==> src/design/kda_pkg.sv <==
// ----------------------------------------------------------------------------
// kda_pkg
// Shared types, widths and codes for the keypad debouncer with auto-repeat.
// ----------------------------------------------------------------------------
package kda_pkg;

    localparam int KEY_COUNT_DEF = 6;    // default number of key lanes
    localparam int LEVEL_W       = 6;    // key_levels field width
    localparam int CNT_W         = 8;    // per-key hold counter width
    localparam int PCNT_W        = 16;   // power hold counter width
    localparam int CODE_W        = 3;    // key_code field width
    localparam int KIND_W        = 2;    // kind field width
    localparam int PKEY_W        = 3;    // power_key register width
    localparam int CFG_IDX_W     = 3;    // configuration register index width
    localparam int CFG_DATA_W    = 16;   // configuration write data width
    localparam int IN_TDATA_W    = 8;
    localparam int IN_TUSER_W    = 3;
    localparam int OUT_TDATA_W   = 8;
    localparam int NUM_POWER_KEYS = 6;   // highest valid power key number

    typedef enum logic [KIND_W-1:0] {
        KIND_SCAN = 2'd0,
        KIND_TAKE = 2'd1,
        KIND_PEEK = 2'd2
    } kind_t;

    typedef enum logic [CFG_IDX_W-1:0] {
        REG_PRESS_THRESHOLD   = 3'd0,
        REG_RELEASE_THRESHOLD = 3'd1,
        REG_RELEASE_CLAMP     = 3'd2,
        REG_REPEAT_DELAY      = 3'd3,
        REG_REPEAT_STEP       = 3'd4,
        REG_POWER_HOLD_LIMIT  = 3'd5,
        REG_REPEAT_KEY_MASK   = 3'd6,
        REG_POWER_KEY         = 3'd7
    } reg_idx_t;

    typedef struct packed {
        logic [CNT_W-1:0]   press_threshold;
        logic [CNT_W-1:0]   release_threshold;
        logic [CNT_W-1:0]   release_clamp;
        logic [CNT_W-1:0]   repeat_delay;
        logic [CNT_W-1:0]   repeat_step;
        logic [PCNT_W-1:0]  power_hold_limit;
        logic [LEVEL_W-1:0] repeat_key_mask;
        logic [PKEY_W-1:0]  power_key;
    } cfg_t;

    // Per-lane control for the item being accepted this cycle.
    typedef struct packed {
        logic scan;        // scan item accepted
        logic down;        // this key's level
        logic repeats;     // this key auto-repeats
        logic flush;       // take or peek with slept set
        logic take_clear;  // this key is the one being taken
    } lane_ctrl_t;

    // Per-lane findings handed to the merge stage.
    typedef struct packed {
        logic pending;     // registered event flag
        logic wake;        // newly debounced to pressed on this scan
        logic long_hold;   // held at or past the delay without repeating
    } lane_stat_t;

    typedef struct packed {
        logic [CODE_W-1:0] key_code;
        logic              wake;
        logic              power_off;
    } result_t;

endpackage

==> src/design/kda_lane.sv <==
// ----------------------------------------------------------------------------
// kda_lane
// One key: hold counter, debounced status and sticky event flag.
// ----------------------------------------------------------------------------
module kda_lane (
    input  logic                clk,
    input  logic                rst_n,
    input  kda_pkg::cfg_t       cfg,
    input  kda_pkg::lane_ctrl_t ctrl,
    output kda_pkg::lane_stat_t stat
);
    import kda_pkg::*;

    logic [CNT_W-1:0] cnt_reg;
    logic [CNT_W-1:0] cnt_next;
    logic             status_reg;
    logic             status_next;
    logic             pending_reg;
    logic             pending_next;

    logic [CNT_W-1:0] cnt_inc;
    logic [CNT_W-1:0] cnt_clamped;
    logic [CNT_W-1:0] cnt_dec;
    logic [CNT_W-1:0] cnt_reload;
    logic             wake;
    logic             long_hold;

    assign cnt_inc     = cnt_reg + CNT_W'(1);
    assign cnt_clamped = (cnt_reg > cfg.release_clamp) ? cfg.release_clamp : cnt_reg;
    assign cnt_dec     = (cnt_clamped != '0) ? cnt_clamped - CNT_W'(1) : '0;
    assign cnt_reload  = (cfg.repeat_step > cfg.repeat_delay) ? '0
                         : cfg.repeat_delay - cfg.repeat_step;

    always_comb
    begin
        cnt_next     = cnt_reg;
        status_next  = status_reg;
        pending_next = pending_reg;
        wake         = 1'b0;
        long_hold    = 1'b0;
        if (ctrl.flush)
        begin
            cnt_next     = '0;
            status_next  = 1'b0;
            pending_next = 1'b0;
        end
        else if (ctrl.scan)
        begin
            if (ctrl.down)
            begin
                if (cnt_reg < cfg.repeat_delay)
                begin
                    cnt_next = cnt_inc;
                    if (cnt_inc > cfg.press_threshold && !status_reg)
                    begin
                        pending_next = 1'b1;
                        status_next  = 1'b1;
                        wake         = 1'b1;
                    end
                end
                else if (ctrl.repeats)
                begin
                    pending_next = 1'b1;
                    status_next  = 1'b1;
                    cnt_next     = cnt_reload;
                end
                else
                begin
                    long_hold = 1'b1;
                end
            end
            else if (cnt_reg != '0)
            begin
                pending_next = 1'b0;
                cnt_next     = cnt_dec;
                if (cnt_dec < cfg.release_threshold)
                begin
                    status_next = 1'b0;
                end
            end
        end
        else if (ctrl.take_clear)
        begin
            pending_next = 1'b0;
        end
    end

    always_ff @(posedge clk or negedge rst_n)
    begin
        if (!rst_n)
        begin
            cnt_reg     <= '0;
            status_reg  <= 1'b0;
            pending_reg <= 1'b0;
        end
        else
        begin
            cnt_reg     <= cnt_next;
            status_reg  <= status_next;
            pending_reg <= pending_next;
        end
    end

    assign stat.pending   = pending_reg;
    assign stat.wake      = wake;
    assign stat.long_hold = long_hold;

endmodule

==> src/design/kda_merge.sv <==
// ----------------------------------------------------------------------------
// kda_merge
// Combines the lanes: lowest pending key, wake, and the power hold counter.
// ----------------------------------------------------------------------------
module kda_merge #(
    parameter int KEY_COUNT = kda_pkg::KEY_COUNT_DEF
) (
    input  logic                                    clk,
    input  logic                                    rst_n,
    input  logic                                    accept,
    input  kda_pkg::kind_t                          kind,
    input  logic                                    slept,
    input  logic [KEY_COUNT-1:0]                    levels,
    input  kda_pkg::lane_stat_t [KEY_COUNT-1:0]     stat,
    input  logic [kda_pkg::PCNT_W-1:0]              power_hold_limit,
    input  logic [kda_pkg::PKEY_W-1:0]              power_key,
    output logic [KEY_COUNT-1:0]                    grant,
    output kda_pkg::result_t                        result
);
    import kda_pkg::*;

    logic [PCNT_W-1:0]  pcount_reg;
    logic [PCNT_W-1:0]  pcount_next;
    logic [PCNT_W-1:0]  pcount_inc;
    logic [CODE_W-1:0]  low_code;
    logic [KEY_COUNT-1:0] is_power;
    logic               any_wake;
    logic               power_up;
    logic               power_long;
    logic               found;

    function automatic logic [KEY_COUNT-1:0] long_vec(
        input lane_stat_t [KEY_COUNT-1:0] s
    );
        logic [KEY_COUNT-1:0] v;
        for (int k = 0; k < KEY_COUNT; k++)
        begin
            v[k] = s[k].long_hold;
        end
        return v;
    endfunction

    // Lowest pending key wins; key numbers are masked to the code width.
    always_comb
    begin
        grant    = '0;
        low_code = '0;
        found    = 1'b0;
        for (int k = 0; k < KEY_COUNT; k++)
        begin
            if (stat[k].pending && !found)
            begin
                found    = 1'b1;
                grant[k] = 1'b1;
                low_code = CODE_W'(k + 1);
            end
        end
    end

    always_comb
    begin
        any_wake = 1'b0;
        for (int k = 0; k < KEY_COUNT; k++)
        begin
            is_power[k] = (power_key != '0)
                          && (int'(power_key) <= NUM_POWER_KEYS)
                          && (int'(power_key) == k + 1);
            any_wake    = any_wake | stat[k].wake;
        end
    end

    assign power_up   = |(is_power & ~levels);
    assign power_long = |(is_power & levels) && |(is_power & long_vec(stat));
    assign pcount_inc = (pcount_reg == {PCNT_W{1'b1}}) ? pcount_reg
                        : pcount_reg + PCNT_W'(1);

    always_comb
    begin
        pcount_next = pcount_reg;
        result      = '0;
        unique case (kind)
            KIND_SCAN:
            begin
                result.wake = any_wake;
                if (power_up)
                begin
                    pcount_next = '0;
                end
                else if (power_long)
                begin
                    pcount_next      = pcount_inc;
                    result.power_off = pcount_inc > power_hold_limit;
                end
            end
            KIND_TAKE, KIND_PEEK:
            begin
                result.key_code = slept ? '0 : low_code;
            end
            default:
            begin
                result = '0;
            end
        endcase
    end

    always_ff @(posedge clk or negedge rst_n)
    begin
        if (!rst_n)
        begin
            pcount_reg <= '0;
        end
        else if (accept)
        begin
            pcount_reg <= pcount_next;
        end
    end

    // Power off is only reported once the saturating count has passed the limit.
    a_poff_count: assert property (@(posedge clk) disable iff (!rst_n)
        accept && result.power_off |=> pcount_reg > power_hold_limit)
        else $error("power_off without hold count past limit");

    // A release of the power key on a scan empties the hold count.
    a_power_release: assert property (@(posedge clk) disable iff (!rst_n)
        accept && kind == KIND_SCAN && power_up |=> pcount_reg == '0)
        else $error("power hold count not cleared on release");

    // Only one lane can be granted.
    a_grant_onehot: assert property (@(posedge clk) disable iff (!rst_n)
        $onehot0(grant))
        else $error("more than one key granted");

endmodule

==> src/design/keypad_debounce_autorepeat.sv <==
// ----------------------------------------------------------------------------
// keypad_debounce_autorepeat
// Multi-key debouncer with sticky press events, auto-repeat and power hold.
// ----------------------------------------------------------------------------
// The block takes one item per clock cycle, back to back, while its output is
// not stalled, and returns exactly one result item for each, in the cycle
// after acceptance, from an output register. A scan item (kind 0) carries the
// level of every key in tdata; each key has its own lane that updates its hold
// counter, debounced status and event flag in the same cycle, and the merge
// stage ORs the wake pulses and keeps the saturating power hold count. A take
// item (kind 1) returns and clears the lowest key with a pending event, a peek
// item (kind 2) returns it and leaves it pending; with slept set either one
// first clears every key's state, so it returns zero. Kind 3 changes nothing
// and returns zeros. Each result comes from the lane update and the priority
// encode of the pending flags, and the input stays ready whenever the output
// register is empty or being drained. Configuration writes are taken in any
// cycle and must only be issued while no item is in flight.
// ----------------------------------------------------------------------------
module keypad_debounce_autorepeat #(
    parameter int KEY_COUNT = kda_pkg::KEY_COUNT_DEF
) (
    input  logic                               clk,
    input  logic                               rst_n,
    // Input items.
    input  logic                               s_axis_tvalid,
    output logic                               s_axis_tready,
    input  logic [kda_pkg::IN_TDATA_W-1:0]     s_axis_tdata,   // [5:0] key_levels
    input  logic [kda_pkg::IN_TUSER_W-1:0]     s_axis_tuser,   // [1:0] kind, [2] slept
    // Result items.
    output logic                               m_axis_tvalid,
    input  logic                               m_axis_tready,
    output logic [kda_pkg::OUT_TDATA_W-1:0]    m_axis_tdata,   // [2:0] key_code, [3] wake,
                                                               // [4] power_off
    // Configuration writes.
    input  logic                               cfg_valid,
    output logic                               cfg_ready,
    input  logic [kda_pkg::CFG_IDX_W-1:0]      cfg_index,
    input  logic [kda_pkg::CFG_DATA_W-1:0]     cfg_data
);
    import kda_pkg::*;

    cfg_t                         cfg_reg;
    cfg_t                         cfg_next;
    logic                         out_valid_reg;
    logic                         out_valid_next;
    result_t                      out_data_reg;

    logic                         accept;
    kind_t                        kind;
    logic                         slept;
    logic [KEY_COUNT-1:0]         levels;
    logic [KEY_COUNT-1:0]         repeats;
    logic [KEY_COUNT-1:0]         grant;
    logic [KEY_COUNT-1:0]         pending_vec;
    lane_ctrl_t [KEY_COUNT-1:0]   lane_ctrl;
    lane_stat_t [KEY_COUNT-1:0]   lane_stat;
    result_t                      result;

    assign cfg_ready     = 1'b1;
    assign s_axis_tready = !out_valid_reg || m_axis_tready;
    assign accept        = s_axis_tvalid && s_axis_tready;
    assign kind          = kind_t'(s_axis_tuser[KIND_W-1:0]);
    assign slept         = s_axis_tuser[KIND_W];

    // Configuration register file.
    always_comb
    begin
        cfg_next = cfg_reg;
        if (cfg_valid)
        begin
            unique case (reg_idx_t'(cfg_index))
                REG_PRESS_THRESHOLD:   cfg_next.press_threshold   = cfg_data[CNT_W-1:0];
                REG_RELEASE_THRESHOLD: cfg_next.release_threshold = cfg_data[CNT_W-1:0];
                REG_RELEASE_CLAMP:     cfg_next.release_clamp     = cfg_data[CNT_W-1:0];
                REG_REPEAT_DELAY:      cfg_next.repeat_delay      = cfg_data[CNT_W-1:0];
                REG_REPEAT_STEP:       cfg_next.repeat_step       = cfg_data[CNT_W-1:0];
                REG_POWER_HOLD_LIMIT:  cfg_next.power_hold_limit  = cfg_data[PCNT_W-1:0];
                REG_REPEAT_KEY_MASK:   cfg_next.repeat_key_mask   = cfg_data[LEVEL_W-1:0];
                REG_POWER_KEY:         cfg_next.power_key         = cfg_data[PKEY_W-1:0];
            endcase
        end
    end

    always_ff @(posedge clk or negedge rst_n)
    begin
        if (!rst_n)
        begin
            cfg_reg.press_threshold   <= CNT_W'(3);
            cfg_reg.release_threshold <= CNT_W'(2);
            cfg_reg.release_clamp     <= CNT_W'(5);
            cfg_reg.repeat_delay      <= CNT_W'(100);
            cfg_reg.repeat_step       <= CNT_W'(10);
            cfg_reg.power_hold_limit  <= PCNT_W'(50);
            cfg_reg.repeat_key_mask   <= LEVEL_W'(12);
            cfg_reg.power_key         <= PKEY_W'(1);
        end
        else
        begin
            cfg_reg <= cfg_next;
        end
    end

    // Key lanes. Keys beyond the level field never read as held down.
    for (genvar k = 0; k < KEY_COUNT; k++)
    begin : g_lane
        if (k < LEVEL_W)
        begin : g_wired
            assign levels[k]  = s_axis_tdata[k];
            assign repeats[k] = cfg_reg.repeat_key_mask[k];
        end
        else
        begin : g_unwired
            assign levels[k]  = 1'b0;
            assign repeats[k] = 1'b0;
        end

        assign lane_ctrl[k].scan       = accept && kind == KIND_SCAN;
        assign lane_ctrl[k].down       = levels[k];
        assign lane_ctrl[k].repeats    = repeats[k];
        assign lane_ctrl[k].flush      = accept && slept
                                         && (kind == KIND_TAKE || kind == KIND_PEEK);
        assign lane_ctrl[k].take_clear = accept && kind == KIND_TAKE && grant[k];
        assign pending_vec[k]          = lane_stat[k].pending;

        kda_lane u_lane (
            .clk   (clk),
            .rst_n (rst_n),
            .cfg   (cfg_reg),
            .ctrl  (lane_ctrl[k]),
            .stat  (lane_stat[k])
        );
    end

    kda_merge #(
        .KEY_COUNT (KEY_COUNT)
    ) u_merge (
        .clk              (clk),
        .rst_n            (rst_n),
        .accept           (accept),
        .kind             (kind),
        .slept            (slept),
        .levels           (levels),
        .stat             (lane_stat),
        .power_hold_limit (cfg_reg.power_hold_limit),
        .power_key        (cfg_reg.power_key),
        .grant            (grant),
        .result           (result)
    );

    // Output register: holds a finished result while the next item is taken.
    always_comb
    begin
        out_valid_next = out_valid_reg;
        if (accept)
        begin
            out_valid_next = 1'b1;
        end
        else if (m_axis_tready)
        begin
            out_valid_next = 1'b0;
        end
    end

    always_ff @(posedge clk or negedge rst_n)
    begin
        if (!rst_n)
        begin
            out_valid_reg <= 1'b0;
        end
        else
        begin
            out_valid_reg <= out_valid_next;
        end
    end

    always_ff @(posedge clk)
    begin
        if (accept)
        begin
            out_data_reg <= result;
        end
    end

    assign m_axis_tvalid = out_valid_reg;
    assign m_axis_tdata  = {{(OUT_TDATA_W - CODE_W - 2){1'b0}},
                            out_data_reg.power_off, out_data_reg.wake,
                            out_data_reg.key_code};

    // A take or peek item never reports wake or power off.
    a_take_no_flags: assert property (@(posedge clk) disable iff (!rst_n)
        accept && kind != KIND_SCAN |=> !out_data_reg.wake && !out_data_reg.power_off)
        else $error("wake or power_off on a non-scan item");

    // A scan item never returns a key code.
    a_scan_no_code: assert property (@(posedge clk) disable iff (!rst_n)
        accept && kind == KIND_SCAN |=> out_data_reg.key_code == '0)
        else $error("key code on a scan item");

    // A sleep flush leaves no key event pending.
    a_flush_clears: assert property (@(posedge clk) disable iff (!rst_n)
        accept && slept && (kind == KIND_TAKE || kind == KIND_PEEK)
        |=> pending_vec == '0)
        else $error("pending events survive a sleep flush");

    // A stalled result is never overwritten by a new item.
    a_no_overwrite: assert property (@(posedge clk) disable iff (!rst_n)
        out_valid_reg && !m_axis_tready |-> !accept)
        else $error("item accepted over a stalled result");

endmodule
==> config.mk <==
export PLATFORM = sky130hd
export DESIGN_NAME = keypad_debounce_autorepeat
export DESIGN_NICKNAME = d
export VERILOG_FILES = /design/src/design/kda_pkg.sv /design/src/design/kda_lane.sv /design/src/design/kda_merge.sv /design/src/design/keypad_debounce_autorepeat.sv
export SDC_FILE = /design/constraint.sdc
export NUM_CORES = 1
export LEC_CHECK = 0
export BUFFER_PORTS_ARGS = -buffer_cell sky130_fd_sc_hd__clkbuf_2
export CAP_MARGIN = 10
export CORE_MARGIN = 2
export CORE_UTILIZATION = 50
export DETAILED_ROUTE_END_ITERATION = 10
export HOLD_SLACK_MARGIN = 0.12
export PLACE_DENSITY = 0.66
export SYNTH_ARGS = -nofsm -noshare
export SYNTH_HDL_FRONTEND = slang
export SYNTH_HIERARCHICAL = 1
export SYNTH_SLANG_ARGS = --single-unit
==> constraint.sdc <==
create_clock -name clk -period 4.7 [get_ports clk]
set_clock_uncertainty 0.15 [all_clocks]
set_input_delay 0.705 -clock clk [delete_from_list [all_inputs] [get_ports clk]]
set_output_delay 0.705 -clock clk [all_outputs]
set_load 0.01 [all_outputs]
==> results summary <==
The total count of max-transition violations in the final report was 0. The total placed instance area came out at 20000 um^2. The number of buffers created by CTS is 17. The number of antenna violations at the first check in global routing came out at 0.

Fill cells in the final layout number 3369. The vias per cell is 6.285. For met2 alone, demand over resource in global routing was 50.27%. For this block, the routed nets add up to 63250 um of wire. The footprint of the multi-input gates is 13480 um^2. The data required time at the worst endpoint is 4.89 ns. Of the post-synthesis cell area, the dominant cell type holds 18.10%. The worst hold path belongs to the class in -> async.

The ratio of final minimum period to clock period is 97.40%. The register bit total from synthesis is 147. The post-synthesis sequential area ratio is 19.80%. STA classifies the critical path endpoint as a flop. The count of boundary I/O pins is 46. The core region area came out at 37310 um^2. The number of different library cells in the post-synthesis netlist came out at 114. The arrival time reported for the critical path endpoint came out at 4.77 ns. Hold is met by 0.1614 ns. The total power draw came out at 14.71 mW. The number of search-and-repair iterations in the first detailed-routing pass is 8. 0 antenna diodes ended up in the layout. The residual overflow from global routing is 0. The critical path in this run is classified as reg -> reg.

The first-iteration detailed-routing DRC count is 1752. In the final design database the tool counted 2659 nets. By count the netlist is led by sky130_fd_sc_hd__inv_1, sky130_fd_sc_hd__ha_1, sky130_fd_sc_hd__nand2_1. The final hold violation count was 0.

The number of standard-cell rows in the floorplan is 71. The level count of the clock H-tree came out at 4. The total routing resource utilization after global routing is 32.16%. The per-instance average area after synthesis is 8.380 um^2. The finished cells cover 20790 um^2. The clock latency at the later pin of the worst-skew pair is 0.46 ns. The met3 track utilization from global routing is 6.370%. The register area is 3737 um^2. The number of flops mapped to enable cells by yosys came out at 5. The wire length of the first global-routing pass is 96170 um.

The routed layout has 17810 vias. The clock period minus worst slack came out at 4.578 ns. In this run the tightest slew margin relative to its limit is 23.79%.

After synthesis, the share of flip-flops with an asynchronous set or reset is 96.60%. The floorplan step defined a die boundary enclosing 39180 um^2. The critical path goes through buf_4 -> inv_1 -> ha_1 -> nand4_1 -> nor2_1 -> a211oi_2 -> nor2_4 -> mux2i_4 -> ha_1 -> and3_1 -> or2_2 -> a211o_1 -> nand2_1 -> ha_1 -> o21ai_1 -> a21oi_2 -> a22oi_1 -> o2111ai_1 -> a41oi_2 -> nor3_1. The number of buffers inserted for hold repair after clock tree synthesis is 0. Along the worst path, the maximum fanout reaches 5. The cell with the most instances after synthesis is sky130_fd_sc_hd__inv_1. The die boundary width is 197.9 um. The slowest stage of the critical path belongs to the cell sky130_fd_sc_hd__dfstp_4. TritonCTS built the clock tree. For this run, global-route usage on met1 was measured as 42.80%.

The final routed wire length divided by cell count came out at 22.33 um. The number of buffers added on ports came out at 39. The maximum operating frequency came out at 218.4 MHz. The highest ir drop seen on vdd is 0.4614 mV. Setup repair after global routing could not meet its margin everywhere. The count of warnings emitted by yosys came out at 6. Once the floorplan was initialized, standard cells occupied 50.40% of the core.

The number of endpoints failing setup at the final stage is 0. The tree is rooted in a sky130_fd_sc_hd__clkbuf_16. No sink is reached through more buffers than the 2 on the longest clock path.

At the pin with the least slew margin, the transition time is 1.127 ns. The areal power density over the cells came out at 707.2 nW/um^2. The layer flagged by global routing as most heavily used is met2. Entering global routing, the biggest net connects 92 pins. The total number of clock tree sinks is 147. The cell that appears most often on the critical path is sky130_fd_sc_hd__ha_1. The number of global-route vias before repair was 16790. By area the synthesized netlist is led by sky130_fd_sc_hd__ha_1, sky130_fd_sc_hd__dfrtp_1, sky130_fd_sc_hd__inv_1, sky130_fd_sc_hd__mux2_2, sky130_fd_sc_hd__xnor2_1.

The register with the most flip-flops in the layout has 59 of them. The detail route stage leaves a number of antenna-violating nets equal to 0. The kind of start point of the critical path is a flop. The chip height came out at 197.9 um. After detailed routing, the number of remaining DRC violations is 0. The number of standard cells after synthesis came out at 2244. The post-route netlist has 16.83% of its cells at a drive strength greater than 1. The max-capacitance violation count came out at 0.

The congestion estimate from routability-driven global placement came to 0.9283. The leading area contributor after synthesis is sky130_fd_sc_hd__ha_1. The clock transition at the registers of the reported paths is 0.08 ns. Once detailed placement completed, the half-perimeter wirelength came to 46760 um.

For flop-to-flop paths, the worst setup slack is 0.12 ns. For this run, the slowest stage of the critical path takes 0.69 ns. For this run, the leading register cell type out of synthesis is sky130_fd_sc_hd__dfrtp_1.

The run finished with clean final reports. The area overhead of the layout relative to synthesis came out at 10.57%. The post-synthesis cell area is 18810 um^2. The leakage power summed over all cells is 9.956 nW.
-- metrics by stage --
step                      worst slack [ns]  setup TNS, ns  std cells  utilization (%)
final                               0.1222              0       2833            55.73
after floorplan                     0.2013              0       2246                -
after CTS                         0.007053              0       2826            55.22
after global placement            -0.02360       -0.02360       2794            53.62
after detailed placement           -0.1673        -0.4098       2794            53.62
after global routing              -0.06122        -0.1571       2833            55.73
-- metal layers --
layer	up-vias	wire length (um)
met5	-	0
met4	0	3150
met3	179	5165
met2	807	27890
met1	8545	27040
li1	8274	-
-- final timing paths --
path,from,end,cells past startpoint
setup reg to reg,cfg_reg[43]$_DFFE_PN1P_,g_lane[1].u_lane/status_reg$_DFFE_PN0P_,20
min in group clk,cfg_data[12],cfg_reg[21]$_DFFE_PN0P_,2
setup / recovery,cfg_reg[43]$_DFFE_PN1P_,g_lane[1].u_lane/status_reg$_DFFE_PN0P_,20
max in group asynchronous,rst_n,repeats[3]$_DFFE_PN1P_,2
hold / removal,rst_n,cfg_reg[21]$_DFFE_PN0P_,1
hold reg to reg,cfg_reg[20]$_DFFE_PN0P_,cfg_reg[20]$_DFFE_PN0P_,1
-- worst max-delay path: cells and delay by family (launching register included) --
kind	cells	cell delay (ns)
flops	1	0.69
simple gates	7	0.96
compound gates	7	1.38
fa+ha+maj	3	0.76
buf+inv	2	0.28
mux	1	0.21
-- cell families after synthesis --
| logic type | share of synthesized area (%) |
|---|---|
| xor+xnor | 5.403 |
| compound gates | 20.35 |
| flops | 19.80 |
| simple gates | 19.31 |
| buf+inv | 9.182 |
| fa+ha+maj | 18.74 |
| mux | 7.179 |
| other cells | 0.03994 |
-- layout make-up --
class / count / area share (%)
flip-flops and latches: 147 / 17.97
well taps: 474 / 2.852
repair buffers: 179 / 6.222
clock buffers: 18 / 2.112
inverters: 291 / 5.253
clock inverters: 14 / 0.7582
multi-input cells: 1710 / 64.83
-- timing repair --
action / in CTS / in global routing
setup endpoints to repair: 2 / 7
pin swaps: 0 / 5
buffers inserted: 0 / 7
resized for setup: 1 / 29
hold endpoints to repair: 0 / 0
-- layout by cell type, fill, tap and decap left out, types with 11 or more instances in the layout --
master                      Yosys  layout
sky130_fd_sc_hd__nor3b_1       11      11
sky130_fd_sc_hd__and4_1        15      14
sky130_fd_sc_hd__nor4_1        16      16
sky130_fd_sc_hd__a21o_1        27      27
sky130_fd_sc_hd__a32o_1        24      24
sky130_fd_sc_hd__xor2_1        41      41
sky130_fd_sc_hd__nand4_1       36      36
sky130_fd_sc_hd__o31ai_1       12      12
sky130_fd_sc_hd__nand2b_1      23      23
sky130_fd_sc_hd__clkbuf_2       0      38
sky130_fd_sc_hd__mux2i_1       46      42
sky130_fd_sc_hd__xnor2_1       75      75
sky130_fd_sc_hd__a211oi_1      26      25
sky130_fd_sc_hd__o21bai_1      11      11
sky130_fd_sc_hd__mux2_2        73      73
sky130_fd_sc_hd__and2_1        14      14
sky130_fd_sc_hd__nand2_1      145     145
sky130_fd_sc_hd__o21ai_0       63      62
sky130_fd_sc_hd__dfrtp_1      126     123
sky130_fd_sc_hd__inv_1        289     289
sky130_fd_sc_hd__nor2b_1       32      32
sky130_fd_sc_hd__nand3_1       78      78
sky130_fd_sc_hd__a221o_1       11      11
sky130_fd_sc_hd__nor2_1       135     135
sky130_fd_sc_hd__a21oi_1      124     121
sky130_fd_sc_hd__o21a_1        29      29
sky130_fd_sc_hd__buf_4         32     136
sky130_fd_sc_hd__a22o_1        14      14
sky130_fd_sc_hd__o211ai_1      35      35
sky130_fd_sc_hd__nor3_1        54      53
sky130_fd_sc_hd__dfstp_2       16      14
sky130_fd_sc_hd__ha_1         272     269
sky130_fd_sc_hd__and3_1        19      19
sky130_fd_sc_hd__a22oi_1       17      17
sky130_fd_sc_hd__clkbuf_16      0      17
sky130_fd_sc_hd__a31oi_1       22      22
-- where the power goes --
group | switching, mW | internal [mW]
clock | 0.688 | 0.771
sequential | 0.665 | 1.65
combinational | 6.12 | 4.82
Power figures use the tool's default switching activity.
